`src/sv/all_pairs_shortest_path_assert.svh`:
```
// ----------------------------------------------------------------------------
// All-pairs shortest path: assertion macros
// Clocked assertion shorthands, sampled on clk_i and disabled while rst_ni is low.
// ----------------------------------------------------------------------------
`ifndef ALL_PAIRS_SHORTEST_PATH_ASSERT_SVH
`define ALL_PAIRS_SHORTEST_PATH_ASSERT_SVH

// Consequent holds in the same cycle as the antecedent
`define APSP_ASSERT_IMP(lbl, pre, post, msg) \
  lbl: assert property (@(posedge clk_i) disable iff (!rst_ni) (pre) |-> (post)) \
    else $error(msg);

// Consequent holds in the cycle after the antecedent
`define APSP_ASSERT_NXT(lbl, pre, post, msg) \
  lbl: assert property (@(posedge clk_i) disable iff (!rst_ni) (pre) |=> (post)) \
    else $error(msg);

`endif

```
`src/sv/apsp_pkg.sv`:
```
// ----------------------------------------------------------------------------
// apsp_pkg
// Shared types and constants of the all-pairs shortest path block.
// ----------------------------------------------------------------------------
`default_nettype none

package apsp_pkg;

  // Default sizing
  localparam int unsigned MAX_NODES_DEF   = 16;
  localparam int unsigned WEIGHT_BITS_DEF = 16;

  // Fixed field widths
  localparam int unsigned OPCODE_W   = 2;
  localparam int unsigned NODE_IDX_W = 4;
  localparam int unsigned WEIGHT_W   = 16;
  localparam int unsigned DIST_W     = 16;
  localparam int unsigned NODE_CNT_W = 5;

  // node_count after reset
  localparam logic [NODE_CNT_W-1:0] NODE_CNT_RST = 5'd16;

  typedef enum logic [OPCODE_W-1:0] {
    OP_WRITE = 2'd0,
    OP_RUN   = 2'd1,
    OP_READ  = 2'd2
  } opcode_e;

  // Request transaction
  typedef struct packed {
    logic [OPCODE_W-1:0]   opcode;
    logic [NODE_IDX_W-1:0] row;
    logic [NODE_IDX_W-1:0] col;
    logic [WEIGHT_W-1:0]   weight;
    logic                  has_edge;
  } in_item_t;

  // Response transaction
  typedef struct packed {
    logic [DIST_W-1:0] distance;
    logic              reachable;
    logic              done_res;
  } out_item_t;

  typedef logic [NODE_CNT_W-1:0] cfg_item_t;

endpackage

`default_nettype wire

```
`src/sv/apsp_ram.sv`:
```
// ----------------------------------------------------------------------------
// apsp_ram
// Generic single-write, single-read RAM with registered read data.
// ----------------------------------------------------------------------------
`default_nettype none

module apsp_ram #(
  parameter int unsigned WIDTH = apsp_pkg::WEIGHT_BITS_DEF,
  parameter int unsigned DEPTH = apsp_pkg::MAX_NODES_DEF * apsp_pkg::MAX_NODES_DEF
) (
  input  logic                     clk_i,
  input  logic                     we_i,
  input  logic [$clog2(DEPTH)-1:0] waddr_i,
  input  logic [WIDTH-1:0]         wdata_i,
  input  logic [$clog2(DEPTH)-1:0] raddr_i,
  output logic [WIDTH-1:0]         rdata_o
);

  logic [WIDTH-1:0] mem_q [DEPTH];

  // Write port
  always_ff @(posedge clk_i) begin
    if (we_i) begin
      mem_q[waddr_i] <= wdata_i;
    end
  end

  // Registered read port
  always_ff @(posedge clk_i) begin
    rdata_o <= mem_q[raddr_i];
  end

endmodule

`default_nettype wire

```
`config.mk`:
```
export PLATFORM = sky130hd
export DESIGN_NAME = apsp_ram
export DESIGN_NICKNAME = d
export VERILOG_FILES = /design/src/sv/all_pairs_shortest_path_assert.svh /design/src/sv/apsp_pkg.sv /design/src/sv/apsp_ram.sv
export SDC_FILE = /design/constraint.sdc
export NUM_CORES = 2
export LEC_CHECK = 0
export ABC_AREA = 0
export BUFFER_PORTS_ARGS = -buffer_cell sky130_fd_sc_hd__buf_2
export CORE_MARGIN = 2
export CORE_UTILIZATION = 60
export DETAILED_ROUTE_END_ITERATION = 6
export PLACE_DENSITY = 0.76
export SLEW_MARGIN = 30
export SYNTH_ARGS = -nofsm -noshare
export SYNTH_HDL_FRONTEND = slang
export SYNTH_SLANG_ARGS = --single-unit
```
`constraint.sdc`:
```
create_clock -name clk_i -period 8.1 [get_ports clk_i]
set_input_delay 2.43 -clock clk_i [delete_from_list [all_inputs] [get_ports clk_i]]
set_output_delay 2.43 -clock clk_i [all_outputs]
set_load 0.01 [all_outputs]
```
After elaboration in Yosys (flattened, before gate mapping)
Memory sizes are Yosys's and may differ from the RTL's. A register that Yosys moved wholly into a read port is not among the register bits.
Index checks and enable logic that the tools add are counted.
Word-level totals
  output and inout port bits: 16
  bits of input ports: 34
  register bits after elaboration: 0
  bits in writable memories: 4096
  memories kept: 1
Memories
  mem_q: depth 256, width 16, rd ports 1, clocked after Yosys merged registers in 1, wr ports 1, line apsp_ram.sv:19  | logic [WIDTH-1:0] mem_q [DEPTH];
Operators by class
  mux-type cells: 2
Operators with widths (count)
  1-bit two-way mux: 2

Depth between registers and ports, before layout
  depth in word-level cells: 2
  mapped depth: 12

Worst setup path after synthesis
No wires, ideal clock.
  path type: input port to flip-flop
  start: input port waddr_i[3]
  end: memory mem_q[235][0] in the netlist's numbering (enable)
  data required time: 7712 ps
  path buffers: 3
  arrival time: 4207 ps
  setup time: 388 ps
  slack: 3505 ps
  cell stages on the path: 6
  cells stage by stage: clkbuf_1 > nor2b_1 > clkbuf_1 > nand4_1 > clkbuf_1 > nor2_1
RTL lines
  from (decl): line apsp_ram.sv:13  | input logic [$clog2(DEPTH)-1:0] waddr_i,
  to (decl): line apsp_ram.sv:19
No word-level cell before the write port.

==> out/metrics.yaml <==
max-slew-margin-rel_pct: 22.08
tightest_slew_ns: 1.165
yosysWarnings: 0
setup_viol: 0
fmax_ghz: 0.1784
dp_cells: 10859
nNetsFinal: 7787
drv_cap: 0
grt.overflow.total: 0
layout-drive-gt1-share_pct: 24.25
post-route-period-util_pct: 69.22
dpl_cell_area_um2: 164600
cts_buffer_depth: 4
mostFrequentLayoutCell: "edfxtp_1"
netlist_area_um2: 158700
ys_types: 52
cts_buffers: 400
tritoncts: "built"
p_comb_share_pct: 5.0
ys_seq_elements: 4112
post_cts_buffers: 0
post_drt_wl_per_cell_um: 36.07
crit_fanout: 76
postSynthAreaPerCell_um2: 21.56
ios: 50
drv_slew: 0
place.port_buffers: 49
place_hpwl_mm: 233.3
antenna_found_initial: 24
drtPass1Iterations: 6
insertion_delay_ns: 0.95
grt_max_degree: 206
vdd_drop_max_v: 0.0002036
via_count: 81672
cts_sinks: 4112
ctsResizeCount: 0
worstSetupEndpointType: "flip-flop"
yosysSeqAreaShare_pct: 77.70
vias_per_cell: 7.033
synth_edf_count: 4096
cts.clk_slew.worst_paths_ns: 0.06
die_x_um: 518.3
internal_power_mw: 34.43
p_switching_mw: 9.408
crit_type: "in -> reg"
drt_iter0_drc: 13368
violations: "DRC"
power_frac_seq_pct: 53.6
hold_slack_ns: 1.042
num_rows: 188
finalCriticalPeriod_ns: 5.607
hold_viol: 0
rsz0062_at_grt: "no"
async_flop_share_pct: 0
antenna_left: 0
worst_clock_skew_ns: 0.08593
arrival_ns: 6.38
syn_inst: 7360
final_cell_area_um2: 177600
cp-start-kind: "primary input"
drc: 7
area_growth_pct: 11.89
grt_usage_pct: 30.85
ctsHoldBuffers: 0
power.density_nw_per_um2: 246.9
setup_ws_ns: 2.493
start_util_pct: 60.41
gp_routability_congestion: 0.9366
grt_pass1_vias: 79899
switching_share_pct: 21.46
finalNonFillerCells: 11613
dp_slack_ns: 1.732
hold_class: "reg -> reg"
synth_nets: 7394
worstPathRequired_ns: 8.88
design.die.area_um2: 268700
die_y_um: 518.3
root_buffer: "clkbuf_16"
fillers: 15533
htree_levels: 5
pwr-share-clk_pct: 41.4
grt_first_pass_wirelength_mm: 589.5
setup_tns_ns: 0
p_leak_nw: 56.31
wl_mm: 418.9
layout_common_cells: "4096 x edfxtp_1, 797 x mux4_2, 565 x mux2i_1"
status: "finished with violations"
core_um2: 262700
ys_dominant_reg_cell: "edfxtp_1"
## Yosys cell counts, types with 17 or more instances
cell type / instances / area share [%]
a211oi_1: 18 / 0.085
buf_4: 26 / 0.12
a221oi_1: 28 / 0.15
mux2_2: 88 / 0.62
nand2_1: 38 / 0.090
nor2_1: 304 / 0.72
nor4_1: 17 / 0.067
nand3_1: 35 / 0.11
clkbuf_1: 230 / 0.54
o22ai_1: 148 / 0.58
mux4_2: 797 / 11
a21oi_1: 175 / 0.55
mux2i_1: 565 / 3.6
buf_2: 76 / 0.24
edfxtp_1: 4096 / 77
a22oi_1: 43 / 0.20
a22o_1: 32 / 0.18
o32ai_1: 20 / 0.11
buf_6: 77 / 0.55
nor3_1: 92 / 0.29
nand4_1: 26 / 0.10
o21ai_0: 37 / 0.12
buf_1: 27 / 0.064
o221ai_1: 252 / 1.4
## layout make-up
| cell class | instances | area, µm² | area share, % |
|---|---|---|---|
| antenna | 15 | 37.54 | 0.02114 |
| clock buffer | 491 | 10450 | 5.883 |
| clock inverter | 241 | 2253 | 1.269 |
| inverter | 4 | 27.53 | 0.01550 |
| multi-input combinational | 2792 | 33090 | 18.63 |
| sequential | 4112 | 123300 | 69.44 |
| tap | 3515 | 4398 | 2.477 |
| timing repair buffer | 443 | 4008 | 2.257 |
## logic make-up (layout without fill, tap and decap cells)
family	after synthesis	in the layout	share of synthesized area [%]
AND/OR/NAND/NOR	556	556	1.574
buffers and inverters	456	1179	1.693
flip-flops	4112	4112	77.70
multiplexers	1450	1450	15.50
AO/OA/AOI/OAI	786	786	3.537
other	0	15	0
## layer usage
| layer | up-vias | track usage [%] | wire, µm | part of all wire, % |
|---|---|---|---|---|
| met5 | - | 0 | 49 | 0.012 |
| met4 | 8 | 14.25 | 22340 | 5.3 |
| met2 | 6228 | 47.69 | 197700 | 47 |
| met3 | 1040 | 7.490 | 53740 | 13 |
| met1 | 42309 | 42.15 | 145000 | 35 |
| li1 | 32087 | - | - | - |
## sequential cells by signal (all words and copies together), names as in the netlist
signal and count:
rdata_o 16, mem_q 4096
## power groups by stage
stage | clock (mW) | combinational, mW | sequential, mW
floorplan | 0 | 1.16 | 23.9
global placement | 0 | 2.06 | 23.9
detailed placement | 0 | 2.12 | 23.9
CTS | 18.2 | 2.14 | 23.5
global route | 19.0 | 2.25 | 23.5
finish | 18.2 | 2.19 | 23.5
## stage by stage
stage                     utilization [%]  total power, mW
after global placement              62.57            26.00
final                               67.59            43.84
after CTS                           67.47            43.87
after global routing                67.58            44.78
after detailed placement            62.64            26.06
after floorplan                         -            25.09
## critical path, stage by stage
cell and delay, ns:
buf_2 0.34, inv_8 0.54, buf_4 0.59, mux2_2 0.40, a221oi_1 0.80, o31ai_1 0.31, o32ai_1 0.59, nor4_1 0.18
## final timing paths
kind / slack (ns) / start / to / depth (start not counted)
max: 2.49 / raddr_i[3] / rdata_o[7] / 8
min: 1.04 / mem_q[243][3] / rdata_o[3] / 6
max reg2reg: 4.76 / mem_q[12][10] / rdata_o[10] / 6
min reg2reg: 1.04 / mem_q[243][3] / rdata_o[3] / 6
No activity file was read; power rests on OpenSTA's default activity.
